--- config.mk ---
export PLATFORM = sky130hd
export DESIGN_NAME = bdtq_cell
export DESIGN_NICKNAME = d
export VERILOG_FILES = /design/src/design/bucketed_delta_timer_queue_core_assert.svh /design/src/design/bdtq_pkg.sv /design/src/design/bdtq_cell.sv
export SDC_FILE = /design/constraint.sdc
export NUM_CORES = 1
export LEC_CHECK = 0
export ABC_CLOCK_PERIOD_IN_PS = 2300
export BUFFER_PORTS_ARGS = -buffer_cell sky130_fd_sc_hd__buf_4
export CAP_MARGIN = 0
export CORE_MARGIN = 8
export CORE_UTILIZATION = 39
export CTS_CLUSTER_DIAMETER = 200
export DETAILED_ROUTE_END_ITERATION = 7
export GPL_ROUTABILITY_DRIVEN = 0
export GPL_TIMING_DRIVEN = 0
export HOLD_SLACK_MARGIN = 0.05
export PLACE_DENSITY = 0.78
export SLEW_MARGIN = 30
export SYNTH_ARGS = -nofsm -noshare
export SYNTH_HDL_FRONTEND = slang
export SYNTH_SLANG_ARGS = --single-unit
--- constraint.sdc ---
create_clock -name clk -period 2.3 [get_ports clk]
set_clock_uncertainty 0.05 [all_clocks]
set_input_delay 0.23 -clock clk [delete_from_list [all_inputs] [get_ports clk]]
set_output_delay 0.23 -clock clk [all_outputs]
set_load 0.02 [all_outputs]
--- src/design/bucketed_delta_timer_queue_core_assert.svh ---
// Assertion macros for the bucketed delta timer queue.
// Included by the top level; expects clk and rst in scope.
`ifndef BUCKETED_DELTA_TIMER_QUEUE_CORE_ASSERT_SVH
`define BUCKETED_DELTA_TIMER_QUEUE_CORE_ASSERT_SVH

// Same-cycle implication, checked outside reset.
`define BDTQ_ASSERT_NOW(label, cond, conseq, msg) \
  label: assert property (@(posedge clk) disable iff (rst) (cond) |-> (conseq)) \
    else $error(msg);

// Next-cycle implication, checked outside reset.
`define BDTQ_ASSERT_NEXT(label, cond, conseq, msg) \
  label: assert property (@(posedge clk) disable iff (rst) (cond) |=> (conseq)) \
    else $error(msg);

`endif

--- src/design/bdtq_pkg.sv ---
// Shared types, constants and helpers of the bucketed delta timer queue.
// No dependencies.
`default_nettype none
package bdtq_pkg;

  localparam int NUM_BUCKETS        = 64;
  localparam int ENTRIES_PER_BUCKET = 16;
  localparam int HANDLE_BITS        = 16;

  localparam int IDX_W   = $clog2(NUM_BUCKETS);
  localparam int USED_W  = $clog2(NUM_BUCKETS + 1);
  localparam int ENT_W   = $clog2(ENTRIES_PER_BUCKET);
  localparam int CNT_W   = $clog2(ENTRIES_PER_BUCKET + 1);
  localparam int DELTA_W = 20;
  // Remaining time: timeout minus up to NUM_BUCKETS deltas.
  localparam int REM_W   = DELTA_W + IDX_W + 1;
  localparam int ADDR_W  = IDX_W + ENT_W;
  localparam int DEPTH   = NUM_BUCKETS * ENTRIES_PER_BUCKET;

  localparam logic [1:0] OP_INSERT  = 2'd0;
  localparam logic [1:0] OP_TICK    = 2'd1;
  localparam logic [1:0] OP_SERVICE = 2'd2;

  localparam logic [1:0] ST_INSERTED = 2'd0;
  localparam logic [1:0] ST_REFUSED  = 2'd1;
  localparam logic [1:0] ST_EXPIRED  = 2'd2;

  typedef struct packed {
    logic [1:0]  opcode;
    logic        kind;
    logic [15:0] handle;
    logic [15:0] idle_tmo;
    logic [15:0] hard_tmo;
    logic [15:0] idle_age;
    logic [15:0] hard_age;
    logic [15:0] direct_timeout;
  } item_t;

  typedef struct packed {
    logic [1:0]  status;
    logic        out_kind;
    logic [15:0] out_handle;
    logic        last;
  } result_t;

  typedef struct packed {
    logic [DELTA_W-1:0] delta;
    logic               kind;
    logic [CNT_W-1:0]   count;
    logic [IDX_W-1:0]   slot;
  } bkt_t;

  typedef enum logic [1:0] {
    CELL_HOLD,
    CELL_ROTATE,
    CELL_PLACE
  } cell_op_t;

  typedef struct packed {
    cell_op_t          op;
    logic [USED_W-1:0] pos;
    logic [USED_W-1:0] used;
    bkt_t              new_bkt;
  } cell_ctrl_t;

  typedef enum logic [2:0] {
    S_IDLE,
    S_WALK,
    S_PLACE,
    S_RESP,
    S_EM_RD,
    S_EM_WT
  } state_t;

  // Clamp a wide signed value to the stored delta range.
  function automatic logic [DELTA_W-1:0] sat_delta(input logic [REM_W-1:0] v);
    logic pos_ovf;
    logic neg_ovf;
    pos_ovf = !v[REM_W-1] && (|v[REM_W-2:DELTA_W-1]);
    neg_ovf = v[REM_W-1] && !(&v[REM_W-2:DELTA_W-1]);
    if (pos_ovf) begin
      sat_delta = {1'b0, {(DELTA_W-1){1'b1}}};
    end else if (neg_ovf) begin
      sat_delta = {1'b1, {(DELTA_W-1){1'b0}}};
    end else begin
      sat_delta = v[DELTA_W-1:0];
    end
  endfunction

endpackage
`default_nettype wire

--- src/design/bdtq_cell.sv ---
// One bucket cell of the ordered ring; rotates toward the head or opens a gap.
// Depends on bdtq_pkg.
`default_nettype none
module bdtq_cell (
  input  wire logic                           clk,
  input  wire logic                           rst,
  input  wire logic [bdtq_pkg::IDX_W-1:0]     idx,
  input  wire bdtq_pkg::cell_ctrl_t           ctrl,
  input  wire bdtq_pkg::bkt_t                 right_in,
  input  wire bdtq_pkg::bkt_t                 left_in,
  output bdtq_pkg::bkt_t                      q
);
  logic [bdtq_pkg::USED_W-1:0] my_pos;

  assign my_pos = {1'b0, idx};

  always_ff @(posedge clk) begin
    if (rst) begin
      q.delta <= '0;
      q.kind  <= 1'b0;
      q.count <= '0;
      q.slot  <= idx;
    end else begin
      case (ctrl.op)
        bdtq_pkg::CELL_ROTATE: q <= right_in;
        bdtq_pkg::CELL_PLACE: begin
          if (my_pos == ctrl.pos) begin
            q <= ctrl.new_bkt;
          end else if (my_pos > ctrl.pos && my_pos <= ctrl.used) begin
            q <= left_in;
          end
        end
        default: ;
      endcase
    end
  end
endmodule
`default_nettype wire

==> metrics.sh, run 1 <==
CLOCKBUFFERDEPTH=2
VIAS=2789
GRT_REMAINING_OVERFLOW=0
SYN_AVG_CELL_AREA_UM2=8.13
ROUTE.FINAL.WIRE_LENGTH_UM=9050
WORST_PATH_MAXIMUM_FANOUT=15
HOLD_BUFFERS=0
TIGHTESTPINTRANSITION_PS=537
SHARE_OF_LAYOUT_CELLS_ABOVE_DRIVE_STRENGTH_1=0.403
CRITPATHTOPFAMILY='buffers and inverters'
POWER.LEAKAGE_nW=1.78
RUN_STATUS='complete, no violations'
CTSRESIZECOUNT=0
CLK_ROOT_BUFFER_CELL='sky130_fd_sc_hd__clkbuf_8'
GLOBALROUTEMET3UTIL=0.0631
POST_ROUTE_SETUP_SLACK_PS=133
CTS_BUFFERS=5
FLOORPLAN.INITIALDENSITY=0.402
FLOORPLAN.DIE_AREA_UM2=8820
CRITICAL_PATH.MAX_STAGE_DELAY_PS=390
SYNTH_ENABLE_FLOP_CELLS=6
SEQ_AREA_FRAC_SYNTH=0.296
DP.FINAL_HPWL_UM=7210
DIE_WIDTH_UM=93.9
CORE_AREA_UM2=5890
NETLIST_AREA_UM2=2370
SYNTH-ASYNC-RESET-RATIO=0
CRITICAL_PATH.CELL_CHAIN='buf_4, ha_1, and4b_1, and4_4, buf_6, clkbuf_1, nand3_1, a31oi_1, mux2_4'
REPORT.POWER.TOTAL_mW=1.60
TOP_REGISTER='q'
NUM_ANTENNA_CELLS=0
CRITICAL_PATH.SLOWEST_CELL='sky130_fd_sc_hd__clkbuf_1'
PATH_CLK_SLEW_PS=60
DIE_HEIGHT_UM=93.9
FIRST_GLOBAL_VIAS=2888
MAXCAPVIOLATIONS=0
DRC=0
FINAL_SETUP_VIOLATIONS=0
P_PER_AREA_nW_PER_UM2=437
FINAL_NET_COUNT=580
PLACEMENT_ROWS=28
REPORT.FINAL.SLEW_VIOL_COUNT=0
NETLIST-CELL-TYPE-COUNT=30
CRIT_PATH_END_KIND='flop'
SETUP-TNS-FINAL_PS=0
ANT_NETS=0
WORST_SLEW_MARGIN_REL=0.642
CRITICAL_PATH_ARRIVAL_PS=2340
BIGGESTREGSBYFLOPS='q: 32 flops'
GRT_MAX_DEGREE=11
CLK-INSERTION-DELAY-LATE_PS=280
MIN_PATH_TYPE='in2reg'
TIMING.CRITICAL_PATH.FROM_TYPE='input port'
PRE_CTS_SLACK_PS=-357
YOSYSWARNINGS=0
CP.REQUIRED_PS=2470
DETAILEDROUTE.FIRSTITERATIONVIOLATIONS=161
CRITPATHBUFINV=3
VIAS_PER_CELL=5.32
FIN_CRIT_PS=2170
FMAX_MHz=461
CTS_SINK_CNT=32
YOSYS_MOST_USED_DFF='sky130_fd_sc_hd__dfxtp_1'
HOLD_SLACK_PS=188
GR-USAGE-MET2=0.342
FINALHOLDVIOLATIONS=0
UNREPAIRED_SETUP_ENDPOINTS_AFTER_GLOBAL_ROUTING='no'
GRT_PASS1_WL_UM=14000
GLOBALROUTEMET1UTIL=0.223
GROUTE.USAGE.OVERALL=0.197
SETUP.WORST_PATH.CLASS='in2reg'
IR_WORST_VDD_uV=204
DETAILEDROUTE.FIRSTPASSITERATIONCOUNT=4
NETS_IN_THE_SYNTHESIZED_NETLIST=423
POSTSYNTHREGISTERBITS=32
AVGROUTEDWIREPERCELL_UM=17.3
GRT_BUSIEST_LAYER='met2'
NUMBER_OF_ANTENNA_VIOLATIONS_AT_THE_FIRST_CHECK_IN_GLOBAL_ROUTING=0
PORTBUFFERS=150
SYN-INSTANCE-COUNT=291
PLACED_CELLS=516
LARGEST_REGISTER_FF_COUNT=32
FINAL-INSTANCE-COUNT-EXCL-FILL=524
MIN_PERIOD_OVER_PERIOD=0.942
SYNTHESIS_TO_LAYOUT_AREA_GROWTH_PCT=55.2
HTREEDEPTH=2
TRITONCTS='built'
NUM_IO_PINS=152
[worst reg2reg max path, cell delays in order (launching register included)]
cell	delay (ps)
sky130_fd_sc_hd__dfxtp_1	320
sky130_fd_sc_hd__nor2b_1	140
sky130_fd_sc_hd__mux2_1	300
[final cells by class]
type                            count  area, um2
Tap cell                           75       93.8
Clock inverter                      1       5.00
Inverter                           11       41.3
Fill cell                         571       2210
Multi-Input combinational cell    222       1500
Sequential cell                    32        701
Timing Repair Buffer              151       1130
Clock buffer                        7       76.3
Buffer                             25        120
[synthesized netlist by cell type, drive strengths merged (6+ instances only)]
cell,instances,area share
nand3,55,0.12
nand2,39,0.062
nor2b,28,0.074
a31oi,26,0.069
dfxtp,26,0.22
mux2,26,0.14
clkbuf,17,0.027
ha,12,0.063
inv,11,0.017
buf,9,0.025
a21o,6,0.019
a21oi,6,0.013
a311oi,6,0.022
edfxtp,6,0.076
nor2,6,0.0095
[repair_timing]
action / 4_1_cts / 5_1_grt
pin swaps: 1 / 0
endpoints found under the hold margin: 0 / 0
endpoints found under the setup margin: 22 / 1
setup buffers: 1 / 0
[logic make-up (layout without fill, tap and decap cells)]
group,count (synthesis),count (layout),share of synthesized area
compound gates,49,49,0.145
flops,32,32,0.296
fa+ha+maj,12,12,0.0635
mux,26,26,0.140
buf+inv,37,195,0.0698
simple gates,135,135,0.286
[worst paths after layout]
check | start | cells after the start | end | slack, ps
worst max-delay path | idx[5] | 9 | q[12] | 130
worst min-delay path | idx[0] | 2 | q[0] | 190
worst max register to register | q[19] | 2 | q[19] | 1380
worst min register to register | q[23] | 2 | q[23] | 540
[power breakdown]
group          total, mW  internal, mW  switching [mW]
clock              0.417         0.212           0.204
sequential         0.638         0.619          0.0196
combinational      0.550         0.296           0.254
total               1.60          1.13           0.478
[per-layer routing]
metal,up-vias,part of all wire
met4,0,0.015
met1,1285,0.41
li1,1354,-
met2,139,0.47
met3,11,0.10
met5,-,0
[placed cells by master (no fill, tap or decap), drive strengths merged]
| master | instances |
|---|---|
| buf | 160 |
| nand3 | 55 |
| nand2 | 39 |
| nor2b | 28 |
| a31oi | 26 |
| dfxtp | 26 |
| mux2 | 26 |
| clkbuf | 23 |
| ha | 12 |
| inv | 11 |
| nor2 | 6 |
| a311oi | 6 |
| a21o | 6 |
| a21oi | 6 |
| edfxtp | 6 |
| nand2b | 2 |
| and4b | 1 |
| and4 | 1 |
| nand4 | 1 |
| nand3b | 1 |
| nand4b | 1 |
| o22ai | 1 |
| o21ai | 1 |
| a211oi | 1 |
| a31o | 1 |
| a221oi | 1 |
| clkinv | 1 |
[through the flow]
step	utilization	instance area, um2
6_report	0.624	3670
5_1_grt	0.624	3670
4_1_cts	0.624	3670
3_5_place_dp	0.609	3590
3_3_place_gp	0.609	3590
2_1_floorplan	-	2370
No activity file was read; power rests on OpenSTA's default activity.
==> run 2: changes to the inputs <==
--- a/config.mk
+++ b/config.mk
@@ -5,6 +5,7 @@
 export SDC_FILE = /design/constraint.sdc
 export NUM_CORES = 1
 export LEC_CHECK = 0
+export ABC_AREA = 1
 export ABC_CLOCK_PERIOD_IN_PS = 2300
 export BUFFER_PORTS_ARGS = -buffer_cell sky130_fd_sc_hd__buf_4
 export CAP_MARGIN = 0
@@ -13,9 +14,8 @@
 export CTS_CLUSTER_DIAMETER = 200
 export DETAILED_ROUTE_END_ITERATION = 7
 export GPL_ROUTABILITY_DRIVEN = 0
-export GPL_TIMING_DRIVEN = 0
 export HOLD_SLACK_MARGIN = 0.05
-export PLACE_DENSITY = 0.78
+export PLACE_DENSITY = 0.77
 export SLEW_MARGIN = 30
 export SYNTH_ARGS = -nofsm -noshare
 export SYNTH_HDL_FRONTEND = slang
==> metrics.sh, run 2 <==
RUN_STATUS='complete, no violations'
POWER.LEAKAGE_nW=1.95
SHARE_CLK_OF_TOTAL_POWER=0.261
CTS_SINK_CNT=32
SEQ_AREA_FRAC_SYNTH=0.285
CRITICAL_PATH_ARRIVAL_PS=1770
DP.FINAL_HPWL_UM=6750
REPORT.FINAL.SLEW_VIOL_COUNT=0
WORST_PATH_MAXIMUM_FANOUT=23
HOLD_BUFFERS=0
DIE_WIDTH_UM=95.4
REG2REG_SETUP_SLACK_PS=1580
SYNTH-ASYNC-RESET-RATIO=0
FMAX_MHz=558
POSTSYNTHREGISTERBITS=32
REGISTER_SHARE_OF_TOTAL_POWER=0.380
FIN_CRIT_PS=1790
FINAL_NET_COUNT=667
FINALHOLDVIOLATIONS=0
PLACEMENT_ROWS=29
LARGEST_REGISTER_FF_COUNT=32
LEADING_POST_SYNTHESIS_CELLS_BY_CELL_AREA='sky130_fd_sc_hd__dfxtp_1 21%, sky130_fd_sc_hd__nor2_1 11%, sky130_fd_sc_hd__nand2_1 10%, sky130_fd_sc_hd__a21oi_1 8.3%, sky130_fd_sc_hd__edfxtp_1 7.3%'
ANT_NETS=0
VIAS=2998
SYN-INSTANCE-COUNT=395
GRT_MAX_DEGREE=53
NETLIST-CELL-TYPE-COUNT=24
DRC=0
SYNTH.LARGEST_AREA_CELL='sky130_fd_sc_hd__dfxtp_1'
SWITCHING_SHARE=0.315
HOLD-PATH-CELL-COUNT=5
CRITICAL_PATH.MAX_STAGE_DELAY_PS=320
WORST_R2R_STARTPOINT='q[29]'
HTREEDEPTH=2
FLOORPLAN.DIE_AREA_UM2=9100
FLOORPLAN.INITIALDENSITY=0.394
TIMING.CRITICAL_PATH.FROM_TYPE='input port'
DIE_HEIGHT_UM=95.4
NETLIST_AREA_UM2=2460
SYN_AVG_CELL_AREA_UM2=6.23
CRIT_PATH_END_KIND='flop'
TRITONCTS='built'
SETUP.WORST_PATH.CLASS='in2reg'
POSTCTSSETUPBUFFERS=0
UNREPAIRED_SETUP_ENDPOINTS_AFTER_GLOBAL_ROUTING='no'
STARTPOINT='idx[5]'
DETAILEDROUTE.FIRSTITERATIONVIOLATIONS=148
CRITICAL_PATH.REG2REG.ENDPOINT='q[29]'
SYNTH.CELLS.MOST_FREQUENT='75 x sky130_fd_sc_hd__nor2_1, 67 x sky130_fd_sc_hd__nand2_1, 44 x sky130_fd_sc_hd__inv_1'
RR_WORST_DEPTH=4
HOLD_PATH.STARTPOINT='right_in[7]'
CLOCKBUFFERDEPTH=2
PATH_CLK_SLEW_PS=70
DETAILEDROUTE.FIRSTPASSITERATIONCOUNT=4
SYNTHESIS_TO_LAYOUT_AREA_GROWTH_PCT=50.2
TIMING.CRITICAL_PATH.MODE_CELL='sky130_fd_sc_hd__nor2_1'
CTS_BUFFERS=5
GRT_PASS1_WL_UM=13100
CRITICAL_PATH.SLOWEST_CELL='sky130_fd_sc_hd__ha_1'
MIN_PATH_TYPE='in2reg'
VIAS_PER_CELL=4.89
NETS_IN_THE_SYNTHESIZED_NETLIST=527
NUMBER_OF_ANTENNA_VIOLATIONS_AT_THE_FIRST_CHECK_IN_GLOBAL_ROUTING=0
MAXCAPVIOLATIONS=0
TIGHTESTPINTRANSITION_PS=605
PORTBUFFERS=151
YOSYSWARNINGS=0
CP.REQUIRED_PS=2280
AVGROUTEDWIREPERCELL_UM=14.1
CORE_AREA_UM2=6240
POWER_REPORT.INTERNAL_TOTAL_mW=1.17
FIRST_GLOBAL_VIAS=2785
SETUP-TNS-FINAL_PS=0
CLK-INSERTION-DELAY-LATE_PS=280
POWER.COMBINATIONAL.FRACTION=0.359
SHARE_OF_LAYOUT_CELLS_ABOVE_DRIVE_STRENGTH_1=0.330
WORST_SLEW_MARGIN_REL=0.596
REPORT.POWER.TOTAL_mW=1.71
MOSTFREQUENTLAYOUTCELLS='157 x sky130_fd_sc_hd__buf_4, 75 x sky130_fd_sc_hd__nor2_1, 66 x sky130_fd_sc_hd__nand2_1'
SYNTH_ENABLE_FLOP_CELLS=6
IR_WORST_VDD_uV=277
TOP_REGISTER='q'
ROUTE.FINAL.WIRE_LENGTH_UM=8630
YOSYS_MOST_USED_DFF='sky130_fd_sc_hd__dfxtp_1'
BIGGESTREGSBYFLOPS='q: 32 flops'
NUM_ANTENNA_CELLS=0
CRITICAL_PATH.CELL_CHAIN='buf_4, ha_1, nand2_2, nor2_1, nand2_2, inv_2, buf_12, nor2_1, nor2_1, o21ai_1, a21oi_1'
CTSRESIZECOUNT=0
GROUTE.USAGE.OVERALL=0.180
SYNTH_MOST_COMMON_CELL='sky130_fd_sc_hd__nor2_1'
GRT_REMAINING_OVERFLOW=0
NUM_IO_PINS=152
CLK_ROOT_BUFFER_CELL='sky130_fd_sc_hd__clkbuf_8'
P_PER_AREA_nW_PER_UM2=464
FINAL_SETUP_VIOLATIONS=0
MIN_PERIOD_OVER_PERIOD=0.779
LAYOUT.CELLS.MOST_COMMON='sky130_fd_sc_hd__buf_4'
POWER_SWITCHING_mW=0.540
MIN_TO='q[7]'
SHARE_OF_THE_SYNTHESIZED_AREA_IN_THE_TOP_CELL_TYPE=0.212
## run 2: area by class of cell
class	count	area, um2
fillers	604	2550
multi-input cells	292	1420
repair buffers	159	1220
flip-flops and latches	32	701
inverters	45	169
well taps	77	96.3
clock buffers	6	82.6
clock inverters	2	10.0
## run 2: stage by stage
stage	cells	utilization	instance area (um2)	setup WS [ps]	hold slack, ps
after floorplan	395	-	2460	540	410
after global placement	605	0.577	3600	299	474
after detailed placement	605	0.577	3600	234	484
after CTS	613	0.592	3690	539	228
after global routing	613	0.592	3690	356	241
final	613	0.592	3690	509	234
## run 2: worst max path at each step
| stage | end | slack (ps) | cells past startpoint |
|---|---|---|---|
| 2_1_floorplan | q[0] | 540 | 11 |
| 3_3_place_gp | q[4] | 300 | 11 |
| 3_5_place_dp | q[3] | 230 | 11 |
| 4_1_cts | q[3] | 540 | 11 |
| 5_1_grt | q[4] | 360 | 11 |
| 6_report | q[3] | 510 | 11 |
## run 2: per-layer routing
metal	global-route usage	vias up	share of wire
li1	-	1548	-
met1	0.208	1352	0.39
met2	0.306	84	0.51
met3	0.0606	14	0.078
met4	0.0576	0	0.018
met5	0	-	0
## run 2: logic make-up after synthesis
| family | count (synthesis) | synth area share |
|---|---|---|
| flip-flops | 32 | 0.285 |
| buffers and inverters | 71 | 0.140 |
| AO/OA/AOI/OAI | 101 | 0.207 |
| adder cells (fa/ha/maj) | 12 | 0.0610 |
| AND/OR/NAND/NOR | 179 | 0.308 |
## run 2: critical path: cells and delay by family
| family | cells | cell delay, ps |
|---|---|---|
| fa+ha+maj | 1 | 320 |
| simple gates | 5 | 540 |
| compound gates | 2 | 170 |
| buf+inv | 3 | 490 |
## run 2: power by group through the flow
stage	Combinational, mW	Sequential, mW	Clock [mW]
finish	0.615	0.652	0.448
global route	0.678	0.658	0.488
CTS	0.619	0.652	0.463
detailed placement	0.617	0.664	0
global placement	0.608	0.662	0
floorplan	0.253	0.731	0
==> run 3: changes to the inputs <==
--- a/config.mk
+++ b/config.mk
@@ -6,16 +6,16 @@
 export NUM_CORES = 1
 export LEC_CHECK = 0
 export ABC_AREA = 1
-export ABC_CLOCK_PERIOD_IN_PS = 2300
+export ABC_CLOCK_PERIOD_IN_PS = 1700
 export BUFFER_PORTS_ARGS = -buffer_cell sky130_fd_sc_hd__buf_4
 export CAP_MARGIN = 0
 export CORE_MARGIN = 8
-export CORE_UTILIZATION = 39
+export CORE_UTILIZATION = 40
 export CTS_CLUSTER_DIAMETER = 200
 export DETAILED_ROUTE_END_ITERATION = 7
 export GPL_ROUTABILITY_DRIVEN = 0
 export HOLD_SLACK_MARGIN = 0.05
-export PLACE_DENSITY = 0.77
+export PLACE_DENSITY = 0.75
 export SLEW_MARGIN = 30
 export SYNTH_ARGS = -nofsm -noshare
 export SYNTH_HDL_FRONTEND = slang
==> constraint.sdc (replaced) <==
create_clock -name clk -period 1.7 [get_ports clk]
set_clock_uncertainty 0.05 [all_clocks]
set_input_delay 0.17 -clock clk [delete_from_list [all_inputs] [get_ports clk]]
set_output_delay 0.17 -clock clk [all_outputs]
set_load 0.02 [all_outputs]
==> metrics.sh, run 3 (synthesized netlist as in run 2, its figures left out) <==
RUN_STATUS='complete, no violations'
ANT_NETS=0
TRITONCTS='built'
IR_WORST_VDD_uV=357
FMAX_MHz=670
VIAS_PER_CELL=4.86
TIMING.CRITICAL_PATH.TO='q[0]'
BIGGESTREGSBYFLOPS='q: 32 flops'
CRITICAL_PATH_ARRIVAL_PS=1540
DETAILEDROUTE.FIRSTPASSITERATIONCOUNT=4
GRT_MAX_DEGREE=53
DP.FINAL_HPWL_UM=6960
GRT_REMAINING_OVERFLOW=0
CRIT_PATH_END_KIND='flop'
CRITICAL_PATH.REG2REG.ENDPOINT='q[27]'
CTS_BUFFERS=5
FINALHOLDVIOLATIONS=0
FINAL_SETUP_VIOLATIONS=0
WORST_R2R_STARTPOINT='q[27]'
TIGHTESTPINTRANSITION_PS=284
CRITPATHBUFINV=3
STARTPOINT='idx[5]'
CLOCKBUFFERDEPTH=2
CLK_ROOT_BUFFER_CELL='sky130_fd_sc_hd__clkbuf_8'
DRC=0
CORE_AREA_UM2=5920
TIMING.CRITICAL_PATH.FROM_TYPE='input port'
CRITICAL_PATH.SLOWEST_CELL='sky130_fd_sc_hd__ha_1'
HOLD_SLACK_PS=187
MIN_PERIOD_OVER_PERIOD=0.878
FIRST_GLOBAL_VIAS=2883
SETUP.WORST_PATH.CLASS='in2reg'
CTSRESIZECOUNT=0
SYNTHESIS_TO_LAYOUT_AREA_GROWTH_PCT=53.2
NUMBER_OF_ANTENNA_VIOLATIONS_AT_THE_FIRST_CHECK_IN_GLOBAL_ROUTING=0
MIN_PATH_TYPE='in2reg'
GROUTE.USAGE.OVERALL=0.179
AVGROUTEDWIREPERCELL_UM=13.6
FINAL_NET_COUNT=677
WORSTSETUPPATHDEPTH=11
FLOORPLAN.INITIALDENSITY=0.415
PLACED_CELLS=613
HOLD_BUFFERS=0
HTREEDEPTH=2
CP.REQUIRED_PS=1750
SHARE_OF_LAYOUT_CELLS_ABOVE_DRIVE_STRENGTH_1=0.339
DETAILEDROUTE.FIRSTITERATIONVIOLATIONS=64
TIMING.CRITICAL_PATH.MODE_CELL='sky130_fd_sc_hd__nor2_1'
CRITICAL_PATH.MAX_STAGE_DELAY_PS=300
REPORT.FINAL.SLEW_VIOL_COUNT=0
P_PER_AREA_nW_PER_UM2=602
DIE_HEIGHT_UM=94.4
CTS_SINK_CNT=32
MAXCAPVIOLATIONS=0
CRITPATHTOPFAMILY='simple AND/OR/NAND/NOR gates'
WORST_SLEW_MARGIN_REL=0.811
LARGEST_REGISTER_FF_COUNT=32
NUM_ANTENNA_CELLS=0
NUM_IO_PINS=152
PORTBUFFERS=151
FLOORPLAN.DIE_AREA_UM2=8920
RR_WORST_DEPTH=4
NUM-FILL-CELLS=545
PATH_CLK_SLEW_PS=60
TOP_REGISTER='q'
GRT_PASS1_WL_UM=13000
VIAS=3017
CLK-INSERTION-DELAY-LATE_PS=270
SETUP-TNS-FINAL_PS=0
DIE_WIDTH_UM=94.4
FINAL-INSTANCE-COUNT-EXCL-FILL=621
ROUTE.FINAL.WIRE_LENGTH_UM=8480
MOSTFREQUENTLAYOUTCELLS='166 x sky130_fd_sc_hd__buf_4, 75 x sky130_fd_sc_hd__nor2_1, 66 x sky130_fd_sc_hd__nand2_1'
REG2REG_SETUP_SLACK_PS=980
FIN_CRIT_PS=1490
CRITICAL_PATH.CELL_CHAIN='buf_4, ha_1, nand2_2, nor2_1, nand2_2, inv_2, buf_12, nor2_1, nor2_1, o21ai_1, a22oi_1'
UNREPAIRED_SETUP_ENDPOINTS_AFTER_GLOBAL_ROUTING='no'
PLACEMENT_ROWS=28
POSTCTSSETUPBUFFERS=0
POWER.LEAKAGE_nW=1.99
WORST_PATH_MAXIMUM_FANOUT=18
LAYOUT.CELLS.MOST_COMMON='sky130_fd_sc_hd__buf_4'
## run 3: report_power, final
part,internal [mW],switching (mW)
Combinational,0.427,0.416
Clock,0.287,0.255
Sequential,0.850,0.0326
## run 3: layer usage
layer	GRT usage	part of all wire	vias up
met4	0.0449	0.0085	0
li1	-	-	1573
met1	0.182	0.38	1352
met5	0	0	-
met3	0.0492	0.076	4
met2	0.346	0.54	88
## run 3: area by class of cell
type | count | area, um2 | area share
repair buffers | 169 | 1310 | 0.347
flip-flops and latches | 32 | 701 | 0.186
clock inverters | 1 | 5.00 | 0.00133
clock buffers | 7 | 76.3 | 0.0203
well taps | 75 | 93.8 | 0.0249
multi-input cells | 292 | 1420 | 0.376
inverters | 45 | 169 | 0.0448
## run 3: through the flow
stage	area [um2]	total power [mW]	worst slack, ps	utilization
final	3770	2.27	208	0.637
after global routing	3770	2.42	38.1	0.637
after CTS	3770	2.30	206	0.637
after detailed placement	3690	1.75	-73.4	0.623
after global placement	3690	1.73	-67.7	0.623
after floorplan	2460	1.33	0.360	-
## run 3: how the worst min path moves through the flow
stage | start | to | slack, ps | cells after the start
after detailed placement | right_in[29] | q[29] | 470 | 5
after global placement | right_in[29] | q[29] | 460 | 5
final | right_in[29] | q[29] | 190 | 5
after CTS | right_in[29] | q[29] | 180 | 5
after floorplan | idx[1] | q[1] | 350 | 2
after global routing | right_in[6] | q[6] | 210 | 5
## run 3: worst reg2reg max path, stage by stage, from the launching register on
cell and delay, ps:
sky130_fd_sc_hd__dfxtp_1 340, sky130_fd_sc_hd__inv_1 50, sky130_fd_sc_hd__nand3_1 70, sky130_fd_sc_hd__nand2_1 50, sky130_fd_sc_hd__nor2_1 100
